--- src/design/tvs_pkg.sv ---
// Shared constants, types and the multiply schedule of the triangle statistics core.
// No dependencies.
`timescale 1ns / 1ps
package tvs_pkg;

  localparam int unsigned COORD_BITS_DEF  = 20;
  localparam int unsigned COUNT_BITS_DEF  = 32;
  localparam int unsigned QUEUE_DEPTH_DEF = 2;

  // Fixed port widths
  localparam int unsigned COORD_W  = 20;
  localparam int unsigned MASK_W   = 9;
  localparam int unsigned TOTAL_W  = 32;
  localparam int unsigned VOL_W    = 64;
  localparam int unsigned STATUS_W = 2;
  localparam int unsigned NUM_CRD  = 9;

  // Queue word layout, in units of one coordinate: nine coordinates, three low bounds,
  // three high bounds, then the nonfinite flag and the first-of-mesh flag.
  localparam int unsigned SLOT_LO    = 9;
  localparam int unsigned SLOT_HI    = 12;
  localparam int unsigned SLOT_FLAGS = 15;

  typedef enum logic [STATUS_W-1:0] {
    ST_VALID      = 2'd0,
    ST_NONFINITE  = 2'd1,
    ST_DEGENERATE = 2'd2
  } status_e;

  // Multiply schedule: 6 products for the edge cross product, 9 for a.(b x c)
  localparam int unsigned NUM_OPS = 15;
  localparam int unsigned OP_W    = 4;

  typedef enum logic [1:0] {
    K_LOAD,      // part = product
    K_SUB,       // part = part - product
    K_SUB_TEST,  // same, and flag a nonzero cross component
    K_MAC        // triple += product
  } op_kind_e;

  typedef enum logic [3:0] {
    A_U0, A_U1, A_U2, A_A0, A_A1, A_A2, A_B0, A_B1, A_B2
  } opa_e;

  typedef enum logic [2:0] {
    B_W0, B_W1, B_W2, B_C0, B_C1, B_C2, B_PART
  } opb_e;

  typedef struct packed {
    op_kind_e kind;
    opa_e     sel_a;
    opb_e     sel_b;
  } op_t;

  function automatic op_t op_lookup(logic [OP_W-1:0] idx);
    op_t op;
    case (idx)
      4'd0:    op = '{K_LOAD,     A_U1, B_W2};
      4'd1:    op = '{K_SUB_TEST, A_U2, B_W1};
      4'd2:    op = '{K_LOAD,     A_U2, B_W0};
      4'd3:    op = '{K_SUB_TEST, A_U0, B_W2};
      4'd4:    op = '{K_LOAD,     A_U0, B_W1};
      4'd5:    op = '{K_SUB_TEST, A_U1, B_W0};
      4'd6:    op = '{K_LOAD,     A_B1, B_C2};
      4'd7:    op = '{K_SUB,      A_B2, B_C1};
      4'd8:    op = '{K_MAC,      A_A0, B_PART};
      4'd9:    op = '{K_LOAD,     A_B2, B_C0};
      4'd10:   op = '{K_SUB,      A_B0, B_C2};
      4'd11:   op = '{K_MAC,      A_A1, B_PART};
      4'd12:   op = '{K_LOAD,     A_B0, B_C1};
      4'd13:   op = '{K_SUB,      A_B1, B_C0};
      4'd14:   op = '{K_MAC,      A_A2, B_PART};
      default: op = '{K_LOAD,     A_U0, B_W0};
    endcase
    return op;
  endfunction

endpackage

--- src/design/tvs_queue.sv ---
// Small register FIFO between the front end and the arithmetic back end.
// Depends on tvs_pkg for its default depth.
`timescale 1ns / 1ps
module tvs_queue #(
  parameter int unsigned WIDTH = 8,
  parameter int unsigned DEPTH = tvs_pkg::QUEUE_DEPTH_DEF
) (
  input  logic             clk_i,
  input  logic             rst_ni,
  input  logic             push_valid_i,
  output logic             push_ready_o,
  input  logic [WIDTH-1:0] push_data_i,
  output logic             pop_valid_o,
  input  logic             pop_ready_i,
  output logic [WIDTH-1:0] pop_data_o
);
  import tvs_pkg::*;

  localparam int unsigned PTR_W = (DEPTH > 1) ? $clog2(DEPTH) : 1;
  localparam int unsigned CNT_W = $clog2(DEPTH + 1);

  logic [WIDTH-1:0] mem_q [DEPTH];
  logic [PTR_W-1:0] wr_ptr_q, rd_ptr_q;
  logic [CNT_W-1:0] cnt_q;
  logic             push, pop;

  assign push_ready_o = (cnt_q != CNT_W'(DEPTH));
  assign pop_valid_o  = (cnt_q != '0);
  assign push         = push_valid_i && push_ready_o;
  assign pop          = pop_valid_o && pop_ready_i;
  assign pop_data_o   = mem_q[rd_ptr_q];

  always_ff @(posedge clk_i or negedge rst_ni) begin
    if (!rst_ni) begin
      wr_ptr_q <= '0;
      rd_ptr_q <= '0;
      cnt_q    <= '0;
    end else begin
      if (push) wr_ptr_q <= (wr_ptr_q == PTR_W'(DEPTH-1)) ? '0 : wr_ptr_q + 1'b1;
      if (pop)  rd_ptr_q <= (rd_ptr_q == PTR_W'(DEPTH-1)) ? '0 : rd_ptr_q + 1'b1;
      cnt_q <= cnt_q + CNT_W'(push) - CNT_W'(pop);
    end
  end

  always_ff @(posedge clk_i) begin
    if (push) mem_q[wr_ptr_q] <= push_data_i;
  end

endmodule

--- config.mk ---
export PLATFORM = sky130hd
export DESIGN_NAME = tvs_queue
export DESIGN_NICKNAME = d
export VERILOG_FILES = /design/src/design/tvs_pkg.sv /design/src/design/tvs_queue.sv
export SDC_FILE = /design/constraint.sdc
export NUM_CORES = 1
export LEC_CHECK = 0
export ABC_AREA = 1
export BUFFER_PORTS_ARGS = -buffer_cell sky130_fd_sc_hd__buf_2
export CAP_MARGIN = 20
export CORE_ASPECT_RATIO = 1.1
export CORE_MARGIN = 1
export CORE_UTILIZATION = 37
export DETAILED_ROUTE_END_ITERATION = 10
export GPL_ROUTABILITY_DRIVEN = 0
export GPL_TIMING_DRIVEN = 0
export PLACE_DENSITY_LB_ADDON = 0.05
export SKIP_CTS_REPAIR_TIMING = 1
export SLEW_MARGIN = 30
export SYNTH_ARGS = -nofsm -noshare
export SYNTH_HDL_FRONTEND = slang
export SYNTH_SLANG_ARGS = --single-unit
--- constraint.sdc ---
create_clock -name clk_i -period 1.55 [get_ports clk_i]
set_input_delay 0.2325 -clock clk_i [delete_from_list [all_inputs] [get_ports clk_i]]
set_output_delay 0.2325 -clock clk_i [all_outputs]
set_load 0.01 [all_outputs]
==> results.json, run 1 <==
{
  "tightestPinTransition_ps": 499,
  "p_int_mw": 1.11,
  "worstSetupStartpoint": "rd_ptr_q",
  "core_um2": 2040,
  "min-delay-start": "push_data_i[6]",
  "setup_slack_ps": 115,
  "cts_max_level": 1,
  "crit_required_ps": 1320,
  "die_h_um": 51.4,
  "cpPeakStageDelay_ps": 370,
  "crit_chain": "buf_2, inv_6, nand2_1, nand2_1, buf_2",
  "clock_sinks": 20,
  "cts_root_buf": "clkbuf_4",
  "pwr-share-seq_pct": 46.4,
  "setup_viol": 0,
  "finalClockSkew_ps": 4.81,
  "yosys_warnings": 0,
  "clkPwrFrac_pct": 13.1,
  "start_util_pct": 40.3,
  "holdWs_ps": 120,
  "powerDensity_nw_per_um2": 1770,
  "synth_commonest_cells": "nand2_1 (29), edfxtp_1 (16), inv_1 (6)",
  "cp_slowest_cell": "dfrtp_1",
  "drt-initial-drc-count": 9,
  "final_antenna_net_count": 0,
  "avgSynthCellArea_um2": 11.3,
  "pin_count": 22,
  "die_area_um2": 2410,
  "synth_most_common_cell": "nand2_1",
  "dp_cells": 122,
  "wl_mm": 1.31,
  "grt-ovfl-total": 0,
  "p_total_mw": 1.79,
  "hold_viol_final": 0,
  "vias_per_cell": 4.35,
  "drc_errors": 0,
  "grt.total_usage_pct": 12.7,
  "synth_area_leaders": "edfxtp_1 (58%), nand2_1 (13%), dfrtp_1 (12%)",
  "nets": 113,
  "multi_input_area_um2": 215,
  "r2r-start": "cnt_q[1]",
  "synth-seq-cells": 20,
  "cts_tree": "done",
  "grt_pass1_wl_mm": 2.08,
  "final_area_um2": 1010,
  "peakVddDrop_mv": 0.784,
  "clk_pin_slew_worst_paths_ps": 100,
  "final_max_slew_viol_count": 0,
  "worst-setup-path-type": "reg2out",
  "r2r_slack_ps": 130,
  "setup_tns_ps": 0,
  "synth-seq-area-share_pct": 70.6,
  "max_slew_margin_pct": 66.7,
  "cp_num_buf_inv": 3,
  "worstPathArrival_ps": 1200,
  "antennaDiodeCount": 0,
  "switching_share_pct": 38.0,
  "clock_latency_ps": 290,
  "async_flop_share_pct": 20.0,
  "power.switching_mw": 0.682,
  "die_w_um": 46.9,
  "drt_first_pass_iters": 4,
  "seqCellArea_um2": 583,
  "hp-class": "in2reg",
  "wl_per_cell_um": 10.3,
  "final_cell_count_no_fill": 127,
  "combPwrFrac_pct": 40.5,
  "fp-row-count": 17,
  "drive_above_1_share_pct": 39.4,
  "ys_types": 15,
  "numCtsBuffers": 3,
  "cp-end-kind": "output port",
  "grt_max_degree": 12,
  "syn_nets": 86,
  "cp_top_family": "buffers and inverters",
  "synth_edf_count": 16,
  "final_util_pct": 49.7,
  "status": "completed",
  "dp_slack_ps": -93.7,
  "fin_crit_ps": 1440,
  "rsz0062_at_grt": "no",
  "first_global_vias": 471,
  "dp_hpwl_um": 935,
  "netlist_instances": 73,
  "dpl_cell_area_um2": 962,
  "fmax_mhz": 697,
  "max_cap_viol_count": 0,
  "p_leak_nw": 0.465,
  "cp_max_fo": 9,
  "synth.largest_area_cell": "edfxtp_1",
  "yosysTopAreaCellShare_pct": 58.4,
  "io_buffers": 21,
  "fillers": 223,
  "synthToLayoutAreaGrowth_pct": 23.4,
  "netlist_area_um2": 822,
  "synth_ff_type": "edfxtp_1",
  "startpoint_type": "register",
  "clock_path_buffers": 2,
  "num_vias": 552,
  "fin_crit_sh_pct": 92.6,
  "antenna_found_initial": 0
}
## final timing paths
kind / cells past startpoint / to
max: 5 / pop_data_o[7]
min: 1 / mem_q[0][6]
max reg2reg: 3 / mem_q[1][5]
min reg2reg: 2 / wr_ptr_q
max in group asynchronous: 2 / cnt_q[1]
min in group asynchronous: 2 / wr_ptr_q
## flip-flops by register name (all words and copies together), names as in the netlist
register / cells
cnt_q: 2
mem_q: 16
rd_ptr_q: 1
wr_ptr_q: 1
## routing by layer
metal | vias to the layer above | routed length (µm) | track usage [%]
met3 | 2 | 43 | 3.18
met2 | 15 | 616 | 20.8
li1 | 286 | - | -
met5 | - | 0 | 0
met4 | 0 | 19 | 5.71
met1 | 249 | 627 | 15.3
## cell families after synthesis
group	after synthesis	share of synthesized area (%)
XOR/XNOR	1	1.07
AND/OR/NAND/NOR	40	21.3
flip-flops	20	70.6
buffers and inverters	9	4.26
AO/OA/AOI/OAI	2	1.22
adder cells (fa/ha/maj)	1	1.52
## layout make-up
type / count / share of cell area, %
Tap cell: 28 / 3.45
Clock inverter: 1 / 0.370
Multi-Input combinational cell: 44 / 21.2
Timing Repair Buffer: 22 / 11.3
Inverter: 8 / 3.45
Clock buffer: 3 / 2.22
Buffer: 1 / 0.493
Sequential cell: 20 / 57.5
## power groups by stage
| stage | registers [mW] | clock network [mW] | logic (mW) |
|---|---|---|---|
| floorplan | 0.812 | 0 | 0.480 |
| global placement | 0.823 | 0 | 0.709 |
| detailed placement | 0.826 | 0 | 0.724 |
| CTS | 0.815 | 0.245 | 0.723 |
| global route | 0.856 | 0.264 | 0.847 |
| finish | 0.832 | 0.234 | 0.727 |
## cells in the final DEF, fill, tap and decap left out, drive strengths merged
cell type and count:
o21ai 1, xor2 1, ha 1, nor2 5
edfxtp 16, clkbuf 3, nand2 33, dfrtp 4
nand3 2, clkinv 1, inv 8, dlygate4sd3 1
buf 22, a21oi 1
Power figures use the tool's default switching activity.
==> run 2, diff against run 1 <==
==> constraint.sdc (replaced) <==
create_clock -name clk_i -period 1.6 [get_ports clk_i]
set_input_delay 0.24 -clock clk_i [delete_from_list [all_inputs] [get_ports clk_i]]
set_output_delay 0.24 -clock clk_i [all_outputs]
set_load 0.01 [all_outputs]
==> run 2 against run 1 <==
Effect of this change:
- worst hold slack improved by 7.2 ps
- global-route usage did not move
- worst setup slack improved by 24 ps
- sequential share of layout area rose by 0.40 points
- total power fell by 4.7%
- sequential cell count did not move
- final area fell by 1.1%
- clock skew rose by 0.99 ps
- critical path type unchanged
- sequential power fell by 5.0%
- via count rose by 1.1%
- critical path depth did not move
==> results.json, run 2 (synthesis results as in run 1) <==
{
  "switching_share_pct": 37.7,
  "grt-ovfl-total": 0,
  "final_max_slew_viol_count": 0,
  "min-delay-start": "push_data_i[6]",
  "worstSetupStartpoint": "rd_ptr_q",
  "r2r-start": "cnt_q[1]",
  "io_buffers": 21,
  "vias_per_cell": 4.39,
  "final_antenna_net_count": 0,
  "grt_max_degree": 12,
  "cp_max_fo": 9,
  "die_w_um": 46.9,
  "pwr-share-seq_pct": 46.2,
  "p_leak_nw": 0.466,
  "drt_first_pass_iters": 4,
  "crit_required_ps": 1360,
  "p_total_mw": 1.71,
  "antennaDiodeCount": 0,
  "hold_depth": 1,
  "fmax_mhz": 684,
  "startpoint_type": "register",
  "final_util_pct": 49.1,
  "largest_reg_flops": 16,
  "clock_latency_ps": 290,
  "r2r_slack_ps": 180,
  "worst-setup-path-type": "reg2out",
  "clkPwrFrac_pct": 13.3,
  "drive_above_1_share_pct": 35.4,
  "die_area_um2": 2410,
  "grt.total_usage_pct": 12.7,
  "holdWs_ps": 127,
  "fp-row-count": 17,
  "cp-end-kind": "output port",
  "hp-class": "in2reg",
  "max_cap_viol_count": 0,
  "fillers": 222,
  "cts_tree": "done",
  "dp_hpwl_um": 935,
  "dpl_cell_area_um2": 962,
  "fin_crit_ps": 1460,
  "pin_count": 22,
  "largest-register": "mem_q",
  "num_vias": 558,
  "wl_mm": 1.31,
  "clock_path_buffers": 2,
  "cts_max_level": 1,
  "final_common_cell": "nand2_1",
  "setup_viol": 0,
  "fin_crit_sh_pct": 91.3,
  "final_cell_mix": "nand2_1 (29), buf_2 (22), edfxtp_1 (16), inv_1 (6)",
  "tightestPinTransition_ps": 507,
  "dp_slack_ps": -43.7,
  "drc_errors": 0,
  "grt_pass1_wl_mm": 2.08,
  "numCtsBuffers": 3,
  "r2r_end": "mem_q[1][5]",
  "finalClockSkew_ps": 5.80,
  "hold_viol_final": 0,
  "combPwrFrac_pct": 40.5,
  "status": "completed",
  "die_h_um": 51.4,
  "reg2regPathDepth": 3,
  "wl_per_cell_um": 10.3,
  "cts_root_buf": "clkbuf_4",
  "worstPathArrival_ps": 1220,
  "p_int_mw": 1.06,
  "max_slew_margin_pct": 66.2,
  "reg.largest.list": "mem_q x16, cnt_q x2",
  "setup_slack_ps": 139,
  "start_util_pct": 40.3,
  "final_cell_count_no_fill": 127,
  "nets": 113,
  "peakVddDrop_mv": 0.742,
  "power.switching_mw": 0.644,
  "first_global_vias": 471,
  "min_to": "mem_q[0][6]",
  "clk_pin_slew_worst_paths_ps": 100,
  "antenna_found_initial": 0,
  "rsz0062_at_grt": "no",
  "clock_sinks": 20,
  "setup_tns_ps": 0,
  "drt-initial-drc-count": 9,
  "final_area_um2": 1000,
  "dp_cells": 122,
  "synthToLayoutAreaGrowth_pct": 22.1,
  "core_um2": 2040,
  "powerDensity_nw_per_um2": 1700
}
-- run 2: cell counts in the layout (fill, tap and decap cells not counted) --
Identical to the previous run, type by type.
-- run 2: worst max path at each step --
stage | end | depth (start not counted) | slack [ps]
4_1_cts | mem_q[0][2] | 3 | -50
5_1_grt | pop_data_o[7] | 5 | 30
3_3_place_gp | mem_q[0][5] | 3 | -4
6_report | pop_data_o[7] | 5 | 140
2_1_floorplan | mem_q[0][0] | 3 | 240
3_5_place_dp | mem_q[0][2] | 3 | -40
-- run 2: power by group through the flow --
stage / sequential (mW) / clock (mW) / combinational [mW]
floorplan: 0.786 / 0 / 0.465
global placement: 0.797 / 0 / 0.687
detailed placement: 0.801 / 0 / 0.702
CTS: 0.790 / 0.237 / 0.700
global route: 0.812 / 0.256 / 0.808
finish: 0.790 / 0.227 / 0.691
-- run 2: layout make-up --
class	instances	area (µm²)	area share, %
clock inverter	1	3.75	0.374
clock buffer	3	22.5	2.24
inverter	8	32.5	3.24
tap	28	35.0	3.49
multi-input combinational	44	209	20.8
buffer	1	5.00	0.499
sequential	20	581	57.9
timing repair buffer	22	115	11.5
-- run 2: worst max-delay path: stages, from the launching register on --
cell     delay [ps]
dfrtp_1         370
buf_2           190
inv_4           130
nand2_1          60
nand2_1          60
buf_2           120
-- run 2: layer usage --
layer	vias up	track usage [%]	part of all wire [%]
met5	-	0	0
met4	0	5.71	1.5
met3	2	3.18	4.8
met2	22	20.8	47
met1	248	15.3	47
li1	286	-	-
