<file path="src/design/tvs_pkg.sv">
// Shared constants, types and the multiply schedule of the triangle statistics core.
// No dependencies.
`timescale 1ns / 1ps
package tvs_pkg;

  localparam int unsigned COORD_BITS_DEF  = 20;
  localparam int unsigned COUNT_BITS_DEF  = 32;
  localparam int unsigned QUEUE_DEPTH_DEF = 2;

  // Fixed port widths
  localparam int unsigned COORD_W  = 20;
  localparam int unsigned MASK_W   = 9;
  localparam int unsigned TOTAL_W  = 32;
  localparam int unsigned VOL_W    = 64;
  localparam int unsigned STATUS_W = 2;
  localparam int unsigned NUM_CRD  = 9;

  // Queue word layout, in units of one coordinate: nine coordinates, three low bounds,
  // three high bounds, then the nonfinite flag and the first-of-mesh flag.
  localparam int unsigned SLOT_LO    = 9;
  localparam int unsigned SLOT_HI    = 12;
  localparam int unsigned SLOT_FLAGS = 15;

  typedef enum logic [STATUS_W-1:0] {
    ST_VALID      = 2'd0,
    ST_NONFINITE  = 2'd1,
    ST_DEGENERATE = 2'd2
  } status_e;

  // Multiply schedule: 6 products for the edge cross product, 9 for a.(b x c)
  localparam int unsigned NUM_OPS = 15;
  localparam int unsigned OP_W    = 4;

  typedef enum logic [1:0] {
    K_LOAD,      // part = product
    K_SUB,       // part = part - product
    K_SUB_TEST,  // same, and flag a nonzero cross component
    K_MAC        // triple += product
  } op_kind_e;

  typedef enum logic [3:0] {
    A_U0, A_U1, A_U2, A_A0, A_A1, A_A2, A_B0, A_B1, A_B2
  } opa_e;

  typedef enum logic [2:0] {
    B_W0, B_W1, B_W2, B_C0, B_C1, B_C2, B_PART
  } opb_e;

  typedef struct packed {
    op_kind_e kind;
    opa_e     sel_a;
    opb_e     sel_b;
  } op_t;

  function automatic op_t op_lookup(logic [OP_W-1:0] idx);
    op_t op;
    case (idx)
      4'd0:    op = '{K_LOAD,     A_U1, B_W2};
      4'd1:    op = '{K_SUB_TEST, A_U2, B_W1};
      4'd2:    op = '{K_LOAD,     A_U2, B_W0};
      4'd3:    op = '{K_SUB_TEST, A_U0, B_W2};
      4'd4:    op = '{K_LOAD,     A_U0, B_W1};
      4'd5:    op = '{K_SUB_TEST, A_U1, B_W0};
      4'd6:    op = '{K_LOAD,     A_B1, B_C2};
      4'd7:    op = '{K_SUB,      A_B2, B_C1};
      4'd8:    op = '{K_MAC,      A_A0, B_PART};
      4'd9:    op = '{K_LOAD,     A_B2, B_C0};
      4'd10:   op = '{K_SUB,      A_B0, B_C2};
      4'd11:   op = '{K_MAC,      A_A1, B_PART};
      4'd12:   op = '{K_LOAD,     A_B0, B_C1};
      4'd13:   op = '{K_SUB,      A_B1, B_C0};
      4'd14:   op = '{K_MAC,      A_A2, B_PART};
      default: op = '{K_LOAD,     A_U0, B_W0};
    endcase
    return op;
  endfunction

endpackage

</file>
<file path="src/design/tvs_front.sv">
// Front end: takes triangles, flags nonfinite ones and keeps the bounding box.
// Depends on tvs_pkg. Feeds tvs_queue.
`timescale 1ns / 1ps
module tvs_front #(
  parameter int unsigned COORD_BITS = tvs_pkg::COORD_BITS_DEF
) (
  input  logic                                             clk_i,
  input  logic                                             rst_ni,
  input  logic                                             in_valid_i,
  output logic                                             in_ready_o,
  input  logic                                             first_of_mesh_i,
  input  logic [tvs_pkg::MASK_W-1:0]                       nonfinite_mask_i,
  input  logic [tvs_pkg::COORD_W-1:0]                      crd_i [tvs_pkg::NUM_CRD],
  output logic                                             push_valid_o,
  input  logic                                             push_ready_i,
  output logic [tvs_pkg::SLOT_FLAGS*COORD_BITS+1:0]        push_data_o
);
  import tvs_pkg::*;

  localparam logic signed [COORD_BITS-1:0] C_MAX = {1'b0, {(COORD_BITS-1){1'b1}}};
  localparam logic signed [COORD_BITS-1:0] C_MIN = {1'b1, {(COORD_BITS-1){1'b0}}};

  logic signed [COORD_BITS-1:0] crd [NUM_CRD];
  logic signed [COORD_BITS-1:0] lo_q [3];
  logic signed [COORD_BITS-1:0] hi_q [3];
  logic signed [COORD_BITS-1:0] lo_d [3];
  logic signed [COORD_BITS-1:0] hi_d [3];
  logic                         accept;

  assign in_ready_o   = push_ready_i;
  assign push_valid_o = in_valid_i;
  assign accept       = in_valid_i && push_ready_i;

  // Bounds after this triangle; a first-of-mesh word starts from the empty box
  always_comb begin
    for (int i = 0; i < NUM_CRD; i++) begin
      crd[i] = crd_i[i][COORD_BITS-1:0];
    end
    for (int k = 0; k < 3; k++) begin
      lo_d[k] = first_of_mesh_i ? C_MAX : lo_q[k];
      hi_d[k] = first_of_mesh_i ? C_MIN : hi_q[k];
      for (int j = 0; j < 3; j++) begin
        if (!nonfinite_mask_i[3*j+k]) begin
          if (crd[3*j+k] < lo_d[k]) lo_d[k] = crd[3*j+k];
          if (crd[3*j+k] > hi_d[k]) hi_d[k] = crd[3*j+k];
        end
      end
    end
  end

  always_comb begin
    for (int i = 0; i < NUM_CRD; i++) begin
      push_data_o[i*COORD_BITS +: COORD_BITS] = crd[i];
    end
    for (int k = 0; k < 3; k++) begin
      push_data_o[(SLOT_LO+k)*COORD_BITS +: COORD_BITS] = lo_d[k];
      push_data_o[(SLOT_HI+k)*COORD_BITS +: COORD_BITS] = hi_d[k];
    end
    push_data_o[SLOT_FLAGS*COORD_BITS]     = |nonfinite_mask_i;
    push_data_o[SLOT_FLAGS*COORD_BITS + 1] = first_of_mesh_i;
  end

  always_ff @(posedge clk_i or negedge rst_ni) begin
    if (!rst_ni) begin
      for (int k = 0; k < 3; k++) begin
        lo_q[k] <= C_MAX;
        hi_q[k] <= C_MIN;
      end
    end else if (accept) begin
      for (int k = 0; k < 3; k++) begin
        lo_q[k] <= lo_d[k];
        hi_q[k] <= hi_d[k];
      end
    end
  end

endmodule

</file>
<file path="config.mk">
export PLATFORM = sky130hd
export DESIGN_NAME = tvs_front
export DESIGN_NICKNAME = d
export VERILOG_FILES = /design/src/design/tvs_pkg.sv /design/src/design/tvs_front.sv
export SDC_FILE = /design/constraint.sdc
export NUM_CORES = 1
export LEC_CHECK = 0
export BUFFER_PORTS_ARGS = -buffer_cell sky130_fd_sc_hd__buf_2
export CAP_MARGIN = 20
export CORE_ASPECT_RATIO = 1.5
export CORE_UTILIZATION = 51
export DETAILED_ROUTE_END_ITERATION = 10
export PLACE_DENSITY = 0.81
export SKIP_LAST_GASP = 1
export SYNTH_ARGS = -nofsm -noshare
export SYNTH_HDL_FRONTEND = slang
export SYNTH_SLANG_ARGS = --single-unit
</file>
<file path="constraint.sdc">
create_clock -name clk_i -period 9 [get_ports clk_i]
set_input_delay 0.45 -clock clk_i [delete_from_list [all_inputs] [get_ports clk_i]]
set_output_delay 0.45 -clock clk_i [all_outputs]
set_load 0.02 [all_outputs]
</file>
==> flow_metrics.tcl, run 1 <==
set metrics [dict create \
    io_buffers 497 \
    topRoutingLayerUsed "met5" \
    met1_length_mm 30.6 \
    arrival_ns 8.51 \
    routed-wl-met2_mm 42.8 \
    hold_violations 0 \
    period_needed_ns 8.96 \
    avgSynthCellArea_um2 7.95 \
    slew-limit-headroom_pct 31.6 \
    core_area_mm2 0.0393 \
    rr_startpoint "hi_q[14]" \
    post-place-ws_ns -0.179 \
    max_freq_ghz 0.112 \
    synthMostInstantiatedCell "ha_1" \
    max_slew.worst_pin.slew_ns 1.03 \
    final_nets 3669 \
    route.detailed.drc 0 \
    crit_top_cell "buf_4" \
    startpoint_type "register" \
    start_util_pct 51.7 \
    p_leak_nw 13.4 \
    antenna_found_initial 6 \
    ys_top_cells_by_area "ha_1 21%, dfstp_2 7.8%, mux2_2 7.7%" \
    fin_crit_sh_pct 99.5 \
    synth_top_area_share_pct 21.2 \
    crit_start "lo_q[18]" \
    fillers 3325 \
    power_mw 7.13 \
    ys_seq_elements 120 \
    syn_nets 3098 \
    drt_iter0_markers 1580 \
    rsz0062_at_grt "true" \
    routedWlPerCell_um 24.2 \
    die_h_um 247 \
    peakVddDrop_v 0.000208 \
    grt_max_degree 76 \
    synth_largest_area_cell "ha_1" \
    dpl.cell_count 3577 \
    first_pass_iters 5 \
    cp.required_ns 8.55 \
    slew_viol_final 0 \
    synth_edf_count 0 \
    syn_to_final_growth_pct 29.4 \
    ioPinCount 498 \
    ys.flop_type "dfstp_2" \
    powerDensity_mw_per_mm2 271 \
    ys_seq_area_share_pct 15.1 \
    grt_pass1_wl_mm 124 \
    dr_wl_met3_mm 6.33 \
    clock_path_buffers 2 \
    hpwl_mm 68.9 \
    die_w_um 165 \
    vias 22625 \
    vias_per_cell 6.20 \
    clock-sinks 120 \
    clk_latency_ns 0.46 \
    clockRootBuffer "clkbuf_16" \
    cts_htree_levels 4 \
    grtUsageTotal_pct 41.0 \
    routabilityCongestion 1.05 \
    yosysWarningCount 0 \
    yosys-top-cells-count "345 x ha_1, 239 x nor2_1, 238 x a21oi_1" \
    crit_type "reg -> out" \
    skew_ns 0.0165 \
    overflow 0 \
    cts_buffers 17 \
    grt_pass1_vias 21694 \
    synthCells 2559 \
    cp_slowest_stage_delay_ns 0.64 \
    syn_area_mm2 0.0203 \
    antenna_left 0 \
    routed_wl_mm 88.1 \
    cts_hold_buf 0 \
    end_kind "primary output" \
    cap_violations 0 \
    final-setup-viol-count 0 \
    cts_tree "built" \
    clk_pin_slew_worst_paths_ns 0.07 \
    fp.dieArea_mm2 0.0407 \
    rows 89 \
    cp_slowest_cell "or4_4" \
    status "completed" \
    ys_types 89 \
    async_flop_share_pct 100 \
    holdCritPathClass "in -> async" \
    drive_above_1_share_pct 40.6 \
    fin_cells 3648 \
    fin_ws_ns 0.0417 \
    cp_max_fo 6 \
]
## sequential cells by signal (all words and copies together), names as in the netlist
register,cells
hi_q,60
lo_q,60
## worst paths after layout
kind | slack [ns] | cells past startpoint | endpoint
hold / removal | 0.08 | 1 | hi_q[48]
min in group clk_i | 0.33 | 3 | hi_q[59]
setup reg to reg | 0.72 | 41 | hi_q[10]
hold reg to reg | 0.49 | 2 | hi_q[20]
setup / recovery | 0.04 | 40 | push_data_o[229]
max in group asynchronous | 7.43 | 2 | hi_q[23]
## where the power goes
| group | total (mW) | switching (mW) | internal, mW | leakage, nW |
|---|---|---|---|---|
| registers | 1.05 | 0.183 | 0.864 | 1.36 |
| logic | 5.30 | 2.90 | 2.40 | 11.8 |
| clock network | 0.790 | 0.315 | 0.474 | 0.306 |
| total | 7.13 | 3.40 | 3.74 | 13.4 |
## what timing repair did
item	in CTS	in global routing
pin swaps	2	42
hold endpoints to repair	0	0
gates cloned	0	10
buffers inserted	0	24
resized for setup	18	218
endpoints found under the setup margin	96	140
## stage by stage
stage / TNS, ns / util (%) / hold WS, ns / cell area, um2
floorplan: 0 / - / 0.154 / 20400
global placement: -3.63 / 61.7 / 0.473 / 24300
detailed placement: -5.95 / 61.7 / 0.476 / 24300
CTS: 0 / 63.5 / 0.132 / 25000
global route: -5.77 / 66.9 / 0.131 / 26300
finish: 0 / 66.9 / 0.0770 / 26300
## critical path, delay by kind of cell, from the launching register on
family                     cells  cell delay [ns]
adders and majority gates      3             0.79
buffers and inverters         10             1.55
DFF                            1             0.53
and+or+nand+nor               14             2.45
muxes                          2             0.70
AOI/OAI and AO/OA             11             2.03
## cells in the final DEF, fill, tap and decap left out, types with 8 or more instances in the layout
cell and n:
buf_2 467, ha_1 338, buf_4 321, nor2_1 228, a21oi_1 208, inv_1 196, mux2_2 139, nand2_1 119
o21ai_0 102, a21o_1 72, nand2b_1 71, nor3_1 70, dfrtp_1 60, dfstp_2 60, nand4_1 50, o31ai_1 37
and3_1 36, mux2i_1 32, nor2b_1 29, nand3_1 29, a211oi_1 28, a21oi_2 27, clkbuf_16 25, mux2i_2 22
nor3b_1 19, mux2i_4 19, mux2_4 19, buf_6 18, buf_12 17, o21a_1 16, or2_1 16, o21ai_1 13
o211ai_1 12, nor2_2 11, or2_2 10, nor3_2 9, a31oi_1 9, and4_1 8, o31ai_2 8
## area by class of cell
class | instances | area [um2] | share of cell area, %
Antenna cell | 5 | 12.5 | 0.0476
Clock buffer | 19 | 443 | 1.68
Clock inverter | 13 | 195 | 0.742
Inverter | 198 | 743 | 2.82
Multi-Input combinational cell | 1958 | 15700 | 59.5
Sequential cell | 120 | 3080 | 11.7
Tap cell | 500 | 626 | 2.38
Timing Repair Buffer | 835 | 5550 | 21.1
## per-layer routing
layer / GRT usage, % / vias to the layer above
li1: - / 10215
met3: 6.57 / 450
met5: 0 / -
met1: 43.1 / 10671
met4: 34.3 / 2
met2: 70.6 / 1287
## logic make-up (layout without fill, tap and decap cells)
family,after synthesis,count (layout),share of synthesized area [%]
buffers and inverters,482,1065,12.7
DFF,120,120,15.1
adders and majority gates,345,345,21.2
muxes,232,232,12.7
xor gates and xnor gates,3,3,0.129
AOI/OAI and AO/OA,616,616,19.1
other,0,5,0
and+or+nand+nor,761,762,18.9
No activity file was read; power rests on OpenSTA's default activity.
==> inputs of run 2 (changes only) <==
--- a/config.mk
+++ b/config.mk
@@ -9,6 +9,7 @@
 export CAP_MARGIN = 20
 export CORE_ASPECT_RATIO = 1.5
 export CORE_UTILIZATION = 51
+export CTS_BUF_LIST = sky130_fd_sc_hd__clkbuf_8
 export DETAILED_ROUTE_END_ITERATION = 10
 export PLACE_DENSITY = 0.81
 export SKIP_LAST_GASP = 1
==> run 2 against run 1 <==
Global-route usage rose by 0.10 points. Largest cell class unchanged. Non-clock buffer count is 11 higher. Critical path depth is 5 lower. Critical endpoint is now push_data_o[201]. Sequential power barely moved. Largest power group unchanged. Clock skew up 0.0079 ns.
==> flow_metrics.tcl, run 2 (synthesized netlist as in run 1, its figures left out) <==
set metrics [dict create \
    status "completed" \
    cts_buffers 17 \
    clock-sinks 120 \
    rr_startpoint "lo_q[21]" \
    final_nets 3680 \
    grtUsageTotal_pct 41.1 \
    vias_per_cell 6.19 \
    routedWlPerCell_um 24.3 \
    die_h_um 247 \
    max_slew.worst_pin.slew_ns 1.05 \
    arrival_ns 8.52 \
    grt_use_met3_pct 7.42 \
    startpoint_type "register" \
    cp_max_fo 13 \
    grt_use_met2_pct 70.5 \
    crit_start "lo_q[21]" \
    end_kind "primary output" \
    fin_hold_ws_ns 0.0268 \
    top_regs "hi_q: 60 flops, lo_q: 60 flops" \
    clk_pin_slew_worst_paths_ns 0.10 \
    core_area_mm2 0.0393 \
    final-setup-viol-count 0 \
    io_buffers 497 \
    grt_pass1_wl_mm 125 \
    layout_common_cells "463 x buf_2, 339 x ha_1, 325 x buf_4" \
    clk_latency_ns 0.51 \
    skew_ns 0.0244 \
    slew_viol_final 0 \
    rsz0062_at_grt "true" \
    power_mw 7.09 \
    cp.required_ns 8.55 \
    peakVddDrop_v 0.000192 \
    fp.dieArea_mm2 0.0407 \
    route.detailed.drc 0 \
    fin_crit_sh_pct 99.7 \
    grt.met1_usage_pct 42.7 \
    hpwl_mm 68.9 \
    first_pass_iters 6 \
    finish.instance_area_mm2 0.0264 \
    antenna_found_initial 7 \
    cap_violations 0 \
    crit_type "reg -> out" \
    die_w_um 165 \
    powerDensity_mw_per_mm2 268 \
    rows 89 \
    slew-limit-headroom_pct 29.8 \
    post-place-ws_ns -0.179 \
    period_needed_ns 8.97 \
    p_leak_nw 13.4 \
    vias 22665 \
    start_util_pct 51.7 \
    routabilityCongestion 1.05 \
    cp_slowest_cell "or4b_2" \
    grt_pass1_vias 21736 \
    max_freq_ghz 0.111 \
    hold_violations 0 \
    fin_ws_ns 0.0281 \
    final_common_cell "buf_2" \
    cts_htree_levels 4 \
    clock_path_buffers 2 \
    holdCritPathClass "in -> async" \
    placed_cell_area_mm2 0.0243 \
    grt_max_degree 76 \
    clockRootBuffer "clkbuf_8" \
    syn_to_final_growth_pct 30.0 \
    drt_iter0_markers 1545 \
    ioPinCount 498 \
    drive_above_1_share_pct 41.4 \
    grt-busiest-layer "met2" \
    crit_top_cell "buf_4" \
    routed_wl_mm 88.8 \
    overflow 0 \
    cts_tree "built" \
    antenna_left 0 \
    cp_slowest_stage_delay_ns 0.60 \
]
==> run 2: what timing repair did <==
item,in CTS,in global routing
setup endpoints to repair,99,140
gates cloned,1,11
resized for setup,53,230
setup buffers,3,31
hold buffers,0,0
pin swaps,8,53
==> run 2: area by class of cell <==
cell class                 instances  area, um2
fill                            3331      12900
sequential                       120       3080
clock buffer                      18        248
antenna                            6       15.0
tap                              500        626
clock inverter                    14        199
multi-input combinational       1958      15800
timing repair buffer             846       5710
inverter                         198        743
==> run 2: metal layers <==
layer / up-vias / routed length, um
met5: - / 13
met4: 2 / 8600
met3: 480 / 6250
met2: 1274 / 43000
met1: 10659 / 31000
li1: 10250 / -
==> run 2: final timing paths <==
kind,slack [ns],to,cells past startpoint
setup / recovery,0.03,push_data_o[201],35
hold reg to reg,0.50,hi_q[20],2
min in group clk_i,0.28,hi_q[59],3
setup reg to reg,0.72,lo_q[33],36
hold / removal,0.03,hi_q[50],1
max in group asynchronous,7.48,hi_q[23],2
==> run 2: through the flow <==
stage                     setup TNS (ns)  utilization, %  cells
after floorplan                        0               -   2559
after CTS                              0            63.5   3613
after global placement             -3.63            61.7   3577
after global routing               -7.29            67.3   3659
final                                  0            67.3   3660
after detailed placement           -5.95            61.7   3577
==> run 2: power breakdown <==
group          switching (mW)  internal [mW]  total [mW]
combinational            2.95           2.49        5.44
sequential              0.186          0.863        1.05
clock                   0.289          0.312       0.600
==> run 2: worst max-delay path: cells and delay by family, from the launching register on <==
kind                       cells  cell delay [ns]
buffers and inverters          9             1.32
and+or+nand+nor                9             2.27
muxes                          3             0.70
DFF                            1             0.55
AOI/OAI and AO/OA             11             2.16
adders and majority gates      3             0.98
