==> src/design/tvs_pkg.sv <==
// Shared constants, types and the multiply schedule of the triangle statistics core.
// No dependencies.
`timescale 1ns / 1ps
package tvs_pkg;

  localparam int unsigned COORD_BITS_DEF  = 20;
  localparam int unsigned COUNT_BITS_DEF  = 32;
  localparam int unsigned QUEUE_DEPTH_DEF = 2;

  // Fixed port widths
  localparam int unsigned COORD_W  = 20;
  localparam int unsigned MASK_W   = 9;
  localparam int unsigned TOTAL_W  = 32;
  localparam int unsigned VOL_W    = 64;
  localparam int unsigned STATUS_W = 2;
  localparam int unsigned NUM_CRD  = 9;

  // Queue word layout, in units of one coordinate: nine coordinates, three low bounds,
  // three high bounds, then the nonfinite flag and the first-of-mesh flag.
  localparam int unsigned SLOT_LO    = 9;
  localparam int unsigned SLOT_HI    = 12;
  localparam int unsigned SLOT_FLAGS = 15;

  typedef enum logic [STATUS_W-1:0] {
    ST_VALID      = 2'd0,
    ST_NONFINITE  = 2'd1,
    ST_DEGENERATE = 2'd2
  } status_e;

  // Multiply schedule: 6 products for the edge cross product, 9 for a.(b x c)
  localparam int unsigned NUM_OPS = 15;
  localparam int unsigned OP_W    = 4;

  typedef enum logic [1:0] {
    K_LOAD,      // part = product
    K_SUB,       // part = part - product
    K_SUB_TEST,  // same, and flag a nonzero cross component
    K_MAC        // triple += product
  } op_kind_e;

  typedef enum logic [3:0] {
    A_U0, A_U1, A_U2, A_A0, A_A1, A_A2, A_B0, A_B1, A_B2
  } opa_e;

  typedef enum logic [2:0] {
    B_W0, B_W1, B_W2, B_C0, B_C1, B_C2, B_PART
  } opb_e;

  typedef struct packed {
    op_kind_e kind;
    opa_e     sel_a;
    opb_e     sel_b;
  } op_t;

  function automatic op_t op_lookup(logic [OP_W-1:0] idx);
    op_t op;
    case (idx)
      4'd0:    op = '{K_LOAD,     A_U1, B_W2};
      4'd1:    op = '{K_SUB_TEST, A_U2, B_W1};
      4'd2:    op = '{K_LOAD,     A_U2, B_W0};
      4'd3:    op = '{K_SUB_TEST, A_U0, B_W2};
      4'd4:    op = '{K_LOAD,     A_U0, B_W1};
      4'd5:    op = '{K_SUB_TEST, A_U1, B_W0};
      4'd6:    op = '{K_LOAD,     A_B1, B_C2};
      4'd7:    op = '{K_SUB,      A_B2, B_C1};
      4'd8:    op = '{K_MAC,      A_A0, B_PART};
      4'd9:    op = '{K_LOAD,     A_B2, B_C0};
      4'd10:   op = '{K_SUB,      A_B0, B_C2};
      4'd11:   op = '{K_MAC,      A_A1, B_PART};
      4'd12:   op = '{K_LOAD,     A_B0, B_C1};
      4'd13:   op = '{K_SUB,      A_B1, B_C0};
      4'd14:   op = '{K_MAC,      A_A2, B_PART};
      default: op = '{K_LOAD,     A_U0, B_W0};
    endcase
    return op;
  endfunction

endpackage

==> src/design/tvs_back.sv <==
// Back end: degenerate test, triple product through one shared multiplier,
// saturating counts and volume sum, and the output register. Depends on tvs_pkg.
`timescale 1ns / 1ps
module tvs_back #(
  parameter int unsigned COORD_BITS = tvs_pkg::COORD_BITS_DEF,
  parameter int unsigned COUNT_BITS = tvs_pkg::COUNT_BITS_DEF
) (
  input  logic                                      clk_i,
  input  logic                                      rst_ni,
  input  logic                                      pop_valid_i,
  output logic                                      pop_ready_o,
  input  logic [tvs_pkg::SLOT_FLAGS*COORD_BITS+1:0] pop_data_i,
  output logic                                      out_valid_o,
  input  logic                                      out_ready_i,
  output logic [tvs_pkg::STATUS_W-1:0]              triangle_status_o,
  output logic [tvs_pkg::TOTAL_W-1:0]               nonfinite_total_o,
  output logic [tvs_pkg::TOTAL_W-1:0]               degenerate_total_o,
  output logic signed [tvs_pkg::VOL_W-1:0]          volume_times_six_o,
  output logic signed [tvs_pkg::COORD_W-1:0]        min_x_o,
  output logic signed [tvs_pkg::COORD_W-1:0]        min_y_o,
  output logic signed [tvs_pkg::COORD_W-1:0]        min_z_o,
  output logic signed [tvs_pkg::COORD_W-1:0]        max_x_o,
  output logic signed [tvs_pkg::COORD_W-1:0]        max_y_o,
  output logic signed [tvs_pkg::COORD_W-1:0]        max_z_o
);
  import tvs_pkg::*;

  localparam int unsigned AW  = COORD_BITS + 1;      // edge vector / A operand
  localparam int unsigned PTW = 2*COORD_BITS + 3;    // partial difference / B operand
  localparam int unsigned PW  = AW + PTW;            // product
  localparam logic signed [VOL_W-1:0] V_MAX = {1'b0, {(VOL_W-1){1'b1}}};
  localparam logic signed [VOL_W-1:0] V_MIN = {1'b1, {(VOL_W-1){1'b0}}};

  typedef enum logic [2:0] {S_IDLE, S_MUL, S_ACC, S_FIN, S_OUT} state_e;

  state_e                    state_q;
  logic [OP_W-1:0]           op_q;
  logic                      nz_q;
  status_e                   status_q;
  logic [COUNT_BITS-1:0]     nf_cnt_q, dg_cnt_q;
  logic signed [VOL_W-1:0]   vol_q;

  logic signed [COORD_BITS-1:0] crd_q [NUM_CRD];
  logic signed [COORD_BITS-1:0] bnd_q [6];
  logic signed [AW-1:0]         u_q [3];
  logic signed [AW-1:0]         w_q [3];
  logic signed [PW-1:0]         prod_q;
  logic signed [PTW-1:0]        part_q;
  logic signed [VOL_W-1:0]      tri_q;

  logic signed [COORD_BITS-1:0] e_crd [NUM_CRD];
  logic signed [COORD_BITS-1:0] e_bnd [6];
  logic                         e_nonfinite, e_first, pop;
  logic [COUNT_BITS-1:0]        nf_base;
  op_t                          cur_op;
  logic signed [AW-1:0]         opa;
  logic signed [PTW-1:0]        opb;
  logic signed [PTW-1:0]        part_diff;
  logic signed [VOL_W-1:0]      vol_sum, vol_sat;
  logic                         vol_ovf;
  logic [TOTAL_W-1:0]           nf_total, dg_total;

  always_comb begin
    for (int i = 0; i < NUM_CRD; i++) begin
      e_crd[i] = pop_data_i[i*COORD_BITS +: COORD_BITS];
    end
    for (int k = 0; k < 6; k++) begin
      e_bnd[k] = pop_data_i[(SLOT_LO+k)*COORD_BITS +: COORD_BITS];
    end
    e_nonfinite = pop_data_i[SLOT_FLAGS*COORD_BITS];
    e_first     = pop_data_i[SLOT_FLAGS*COORD_BITS + 1];
  end

  assign pop_ready_o = (state_q == S_IDLE);
  assign pop         = pop_valid_i && pop_ready_o;
  assign nf_base     = e_first ? '0 : nf_cnt_q;

  // Operand select for the shared multiplier
  always_comb begin
    cur_op = op_lookup(op_q);
    case (cur_op.sel_a)
      A_U0:    opa = u_q[0];
      A_U1:    opa = u_q[1];
      A_U2:    opa = u_q[2];
      A_A0:    opa = AW'(crd_q[0]);
      A_A1:    opa = AW'(crd_q[1]);
      A_A2:    opa = AW'(crd_q[2]);
      A_B0:    opa = AW'(crd_q[3]);
      A_B1:    opa = AW'(crd_q[4]);
      A_B2:    opa = AW'(crd_q[5]);
      default: opa = '0;
    endcase
    case (cur_op.sel_b)
      B_W0:    opb = PTW'(w_q[0]);
      B_W1:    opb = PTW'(w_q[1]);
      B_W2:    opb = PTW'(w_q[2]);
      B_C0:    opb = PTW'(crd_q[6]);
      B_C1:    opb = PTW'(crd_q[7]);
      B_C2:    opb = PTW'(crd_q[8]);
      B_PART:  opb = part_q;
      default: opb = '0;
    endcase
  end

  assign part_diff = part_q - prod_q[PTW-1:0];

  // Saturating volume add: overflow only when both signs agree and the sum flips
  assign vol_sum = vol_q + tri_q;
  assign vol_ovf = (vol_q[VOL_W-1] == tri_q[VOL_W-1]) && (vol_sum[VOL_W-1] != vol_q[VOL_W-1]);
  assign vol_sat = vol_ovf ? (tri_q[VOL_W-1] ? V_MIN : V_MAX) : vol_sum;

  if (COUNT_BITS > TOTAL_W) begin : g_wide_cnt
    assign nf_total = (|nf_cnt_q[COUNT_BITS-1:TOTAL_W]) ? '1 : nf_cnt_q[TOTAL_W-1:0];
    assign dg_total = (|dg_cnt_q[COUNT_BITS-1:TOTAL_W]) ? '1 : dg_cnt_q[TOTAL_W-1:0];
  end else begin : g_narrow_cnt
    assign nf_total = TOTAL_W'(nf_cnt_q);
    assign dg_total = TOTAL_W'(dg_cnt_q);
  end

  // Control, statistics and output word
  always_ff @(posedge clk_i or negedge rst_ni) begin
    if (!rst_ni) begin
      state_q            <= S_IDLE;
      op_q               <= '0;
      nz_q               <= 1'b0;
      status_q           <= ST_VALID;
      nf_cnt_q           <= '0;
      dg_cnt_q           <= '0;
      vol_q              <= '0;
      out_valid_o        <= 1'b0;
      triangle_status_o  <= '0;
      nonfinite_total_o  <= '0;
      degenerate_total_o <= '0;
      volume_times_six_o <= '0;
      min_x_o            <= '0;
      min_y_o            <= '0;
      min_z_o            <= '0;
      max_x_o            <= '0;
      max_y_o            <= '0;
      max_z_o            <= '0;
    end else begin
      if (out_ready_i && state_q != S_OUT) out_valid_o <= 1'b0;
      case (state_q)
        S_IDLE: begin
          if (pop) begin
            if (e_first) begin
              dg_cnt_q <= '0;
              vol_q    <= '0;
            end
            nf_cnt_q <= (e_nonfinite && nf_base != '1) ? nf_base + 1'b1 : nf_base;
            op_q     <= '0;
            nz_q     <= 1'b0;
            status_q <= ST_NONFINITE;
            state_q  <= e_nonfinite ? S_OUT : S_MUL;
          end
        end
        S_MUL: state_q <= S_ACC;
        S_ACC: begin
          if (cur_op.kind == K_SUB_TEST && part_diff != '0) nz_q <= 1'b1;
          if (op_q == OP_W'(NUM_OPS-1)) begin
            state_q <= S_FIN;
          end else begin
            op_q    <= op_q + 1'b1;
            state_q <= S_MUL;
          end
        end
        S_FIN: begin
          status_q <= nz_q ? ST_VALID : ST_DEGENERATE;
          if (!nz_q && dg_cnt_q != '1) dg_cnt_q <= dg_cnt_q + 1'b1;
          vol_q   <= vol_sat;
          state_q <= S_OUT;
        end
        S_OUT: begin
          if (!out_valid_o || out_ready_i) begin
            out_valid_o        <= 1'b1;
            triangle_status_o  <= status_q;
            nonfinite_total_o  <= nf_total;
            degenerate_total_o <= dg_total;
            volume_times_six_o <= vol_q;
            min_x_o            <= COORD_W'(bnd_q[0]);
            min_y_o            <= COORD_W'(bnd_q[1]);
            min_z_o            <= COORD_W'(bnd_q[2]);
            max_x_o            <= COORD_W'(bnd_q[3]);
            max_y_o            <= COORD_W'(bnd_q[4]);
            max_z_o            <= COORD_W'(bnd_q[5]);
            state_q            <= S_IDLE;
          end
        end
        default: state_q <= S_IDLE;
      endcase
    end
  end

  // Datapath registers
  always_ff @(posedge clk_i) begin
    case (state_q)
      S_IDLE: begin
        if (pop) begin
          for (int i = 0; i < NUM_CRD; i++) crd_q[i] <= e_crd[i];
          for (int k = 0; k < 6; k++) bnd_q[k] <= e_bnd[k];
          for (int k = 0; k < 3; k++) begin
            u_q[k] <= AW'(e_crd[3+k]) - AW'(e_crd[k]);
            w_q[k] <= AW'(e_crd[6+k]) - AW'(e_crd[k]);
          end
          tri_q <= '0;
        end
      end
      S_MUL: prod_q <= PW'(opa) * PW'(opb);
      S_ACC: begin
        case (cur_op.kind)
          K_LOAD:     part_q <= prod_q[PTW-1:0];
          K_SUB:      part_q <= part_diff;
          K_SUB_TEST: part_q <= part_diff;
          K_MAC:      tri_q  <= tri_q + VOL_W'(prod_q);
          default:    part_q <= part_q;
        endcase
      end
      default: tri_q <= tri_q;
    endcase
  end

endmodule

==> config.mk <==
export PLATFORM = sky130hd
export DESIGN_NAME = tvs_back
export DESIGN_NICKNAME = d
export VERILOG_FILES = /design/src/design/tvs_pkg.sv /design/src/design/tvs_back.sv
export SDC_FILE = /design/constraint.sdc
export NUM_CORES = 2
export LEC_CHECK = 0
export BUFFER_PORTS_ARGS = -buffer_cell sky130_fd_sc_hd__buf_2
export CAP_MARGIN = 10
export CORE_MARGIN = 2
export CORE_UTILIZATION = 60
export DETAILED_ROUTE_END_ITERATION = 8
export GPL_TIMING_DRIVEN = 0
export PLACE_DENSITY = 0.87
export SYNTH_ARGS = -nofsm -noshare
export SYNTH_HDL_FRONTEND = slang
export SYNTH_SLANG_ARGS = --single-unit
==> constraint.sdc <==
create_clock -name clk_i -period 26.3 [get_ports clk_i]
set_input_delay 3.945 -clock clk_i [delete_from_list [all_inputs] [get_ports clk_i]]
set_output_delay 3.945 -clock clk_i [all_outputs]
set_load 0.05 [all_outputs]
==> results_dict.tcl <==
set metrics [dict create \
    drtPass1Iterations 6 \
    rsz0062_at_grt "no" \
    nets 10490 \
    die_h_um 373 \
    fp.dieW_um 373 \
    synth_most_common_cell "inv_1" \
    grt_max_degree 128 \
    area_delta_synth_final_pct 10.9 \
    synthArstFlopShare_pct 39.5 \
    die_area_sq_um 139000 \
    finalSetupViolCount 0 \
    ys_warn_count 0 \
    relSlewSlack_pct 5.36 \
    hold_end "max_y_o[11]" \
    gp_congestion 1.04 \
    slowest_delay_ns 0.91 \
    yosysSeqAreaShare_pct 33.9 \
    synth_seq_cells 986 \
    wl_um 263000 \
    coreArea_sq_um 135000 \
    ios 558 \
    final-max-slew-violation-count 0 \
    slowest_stage "a21oi_1" \
    grt_usage_pct 37.7 \
    clk_pin_slew_worst_paths_ns 0.06 \
    ant_nets 0 \
    avgSynthCellArea_sq_um 10.0 \
    cp_common_cell "fa_1" \
    busiest_layer "met2" \
    r2r_cells 35 \
    start_kind "flop" \
    drive_above_1_share_pct 11.9 \
    tightest_slew_ns 1.41 \
    use_met3_pct 10.9 \
    grt_pass1_wl_um 395000 \
    post_cts_resized 0 \
    finalClockSkew_ns 0.130 \
    grtUsageMet1_pct 47.3 \
    clk-insertion-delay-late_ns 0.79 \
    drt-vias-per-instance 6.08 \
    wire_per_inst_um 24.5 \
    overflow 0 \
    fin_setup_tns_ns 0 \
    yosys-top-cells-count "inv_1, nand2_1, fa_1, nor2_1, edfxtp_1" \
    numCtsBuffers 102 \
    tritoncts "built" \
    grt_pass1_vias 66496 \
    worst_ep_arrival_time_ns 14.89 \
    placementRows 135 \
    min_period_ns 14.41 \
    cts_buffer_depth 3 \
    cts_root_buf "clkbuf_16" \
    synth_area_leader_cell "edfxtp_1" \
    post_cts_buffers 0 \
    synth_nets 9807 \
    max_freq_ghz 0.0694 \
    synth-main-ff-cell "edfxtp_1" \
    grt_use_met2_pct 59.0 \
    path_delay_family "adder cells" \
    htreeDepth 3 \
    hold-path-cell-count 1 \
    io_buffers 557 \
    synth.distinct_cells 93 \
    worstHoldStart "bnd_q[4][11]" \
    period_share_pct 54.8 \
    reg2reg_from "op_q[0]" \
    status "finished, final reports clean" \
    antenna_found_initial 19 \
    end_kind "flop" \
    syn_inst 8160 \
    cts_sinks 986 \
    crit_buf_inv 6 \
    critical_path_class "flop to flop" \
    cts_hold_buf 0 \
    max_cap_violations 0 \
    synth_top_cell_area_share_pct 22.0 \
    startpoint "op_q[0]" \
    hpwl_um 210000 \
    r2r-end "prod_q[62]" \
    rrSetupSlack_ns 11.89 \
    drt_iter0_drc 7514 \
    worst_ep_required_time_ns 26.78 \
    hold_path_class "flop to flop" \
    nFillCells 10158 \
    start_util_pct 60.4 \
    synth_area_leaders "edfxtp_1, fa_1, dfrtp_1, ha_1, inv_1" \
    drc 0 \
    syn_area_sq_um 81600 \
    crit_fanout 10 \
    synth_edf_count 597 \
    finalHoldViolations 0 \
    via_count 65203 \
]
cell families after synthesis:
| family | count (synthesis) | synth area share [%] |
|---|---|---|
| simple gates | 2384 | 12.8 |
| buf+inv | 1550 | 7.16 |
| mux | 271 | 3.76 |
| fa+ha+maj | 1341 | 28.7 |
| xor+xnor | 329 | 3.53 |
| flops | 986 | 33.9 |
| compound gates | 1299 | 10.2 |
sequential cells by signal (all words and copies together) (netlist names), 32 cells and up:
| name | cells |
|---|---|
| nf_cnt_q | 32 |
| crd_q | 180 |
| degenerate_total_o | 32 |
| u_q | 63 |
| part_q | 43 |
| dg_cnt_q | 32 |
| nonfinite_total_o | 32 |
| volume_times_six_o | 64 |
| prod_q | 64 |
| tri_q | 64 |
| vol_q | 64 |
| bnd_q | 120 |
| w_q | 63 |
metrics by stage:
step                      area [sq um]  worst slack (ns)  util (%)  hold slack, ns  cells
after global placement           86600              4.59      64.1           0.457  10498
after CTS                        90400             12.60      66.9           0.457  10710
after floorplan                  81600             10.23         -           0.443   8160
after detailed placement         87000             12.79      64.4           0.466  10519
after global routing             90500             11.89      67.0           0.476  10723
final                            90500             11.89      67.0           0.453  10727
metal layers:
layer | vias to the layer above | part of all wire (%)
met4 | 8 | 6.5
met3 | 894 | 12
li1 | 28245 | -
met5 | - | 0.021
met1 | 31979 | 36
met2 | 4077 | 45
final cells by class:
cell class | instances | area, sq um | area share, %
Multi-Input combinational cell | 5624 | 48100 | 53.2
Clock inverter | 39 | 440 | 0.487
Clock buffer | 152 | 2980 | 3.29
Sequential cell | 986 | 27700 | 30.6
Timing Repair Buffer | 579 | 3170 | 3.51
Tap cell | 1781 | 2230 | 2.46
Antenna cell | 16 | 40.0 | 0.0442
Inverter | 1238 | 4650 | 5.14
Buffer | 312 | 1190 | 1.32
worst register-to-register path: cells and delay by family (launching register included):
family | cells | cell delay [ns]
AOI/OAI and AO/OA | 10 | 3.49
xor gates and xnor gates | 1 | 0.26
DFF | 1 | 0.48
adders and majority gates | 10 | 4.73
buffers and inverters | 6 | 2.73
and+or+nand+nor | 8 | 2.46
how the worst max path moves through the flow:
stage	to	slack (ns)	cells after the start
finish	prod_q[62]	11.89	35
global route	prod_q[62]	11.89	35
CTS	prod_q[62]	12.60	35
detailed placement	prod_q[62]	12.79	35
global placement	nf_cnt_q[30]	4.59	7
floorplan	dg_cnt_q[27]	10.23	12
cell usage in the layout, fill, tap and decap left out, types with 161 or more instances in the layout:
cell,count
inv_1,1236
nand2_1,1118
fa_1,887
nor2_1,606
edfxtp_1,597
buf_2,576
ha_1,454
dfrtp_1,389
a21oi_1,368
clkbuf_1,314
o21ai_0,313
mux2_2,251
xnor2_1,191
a21o_1,161
Power is left out: the tool's default activity adds up to more than one toggle a clock period on the data nets, which glitch-free logic cannot reach.
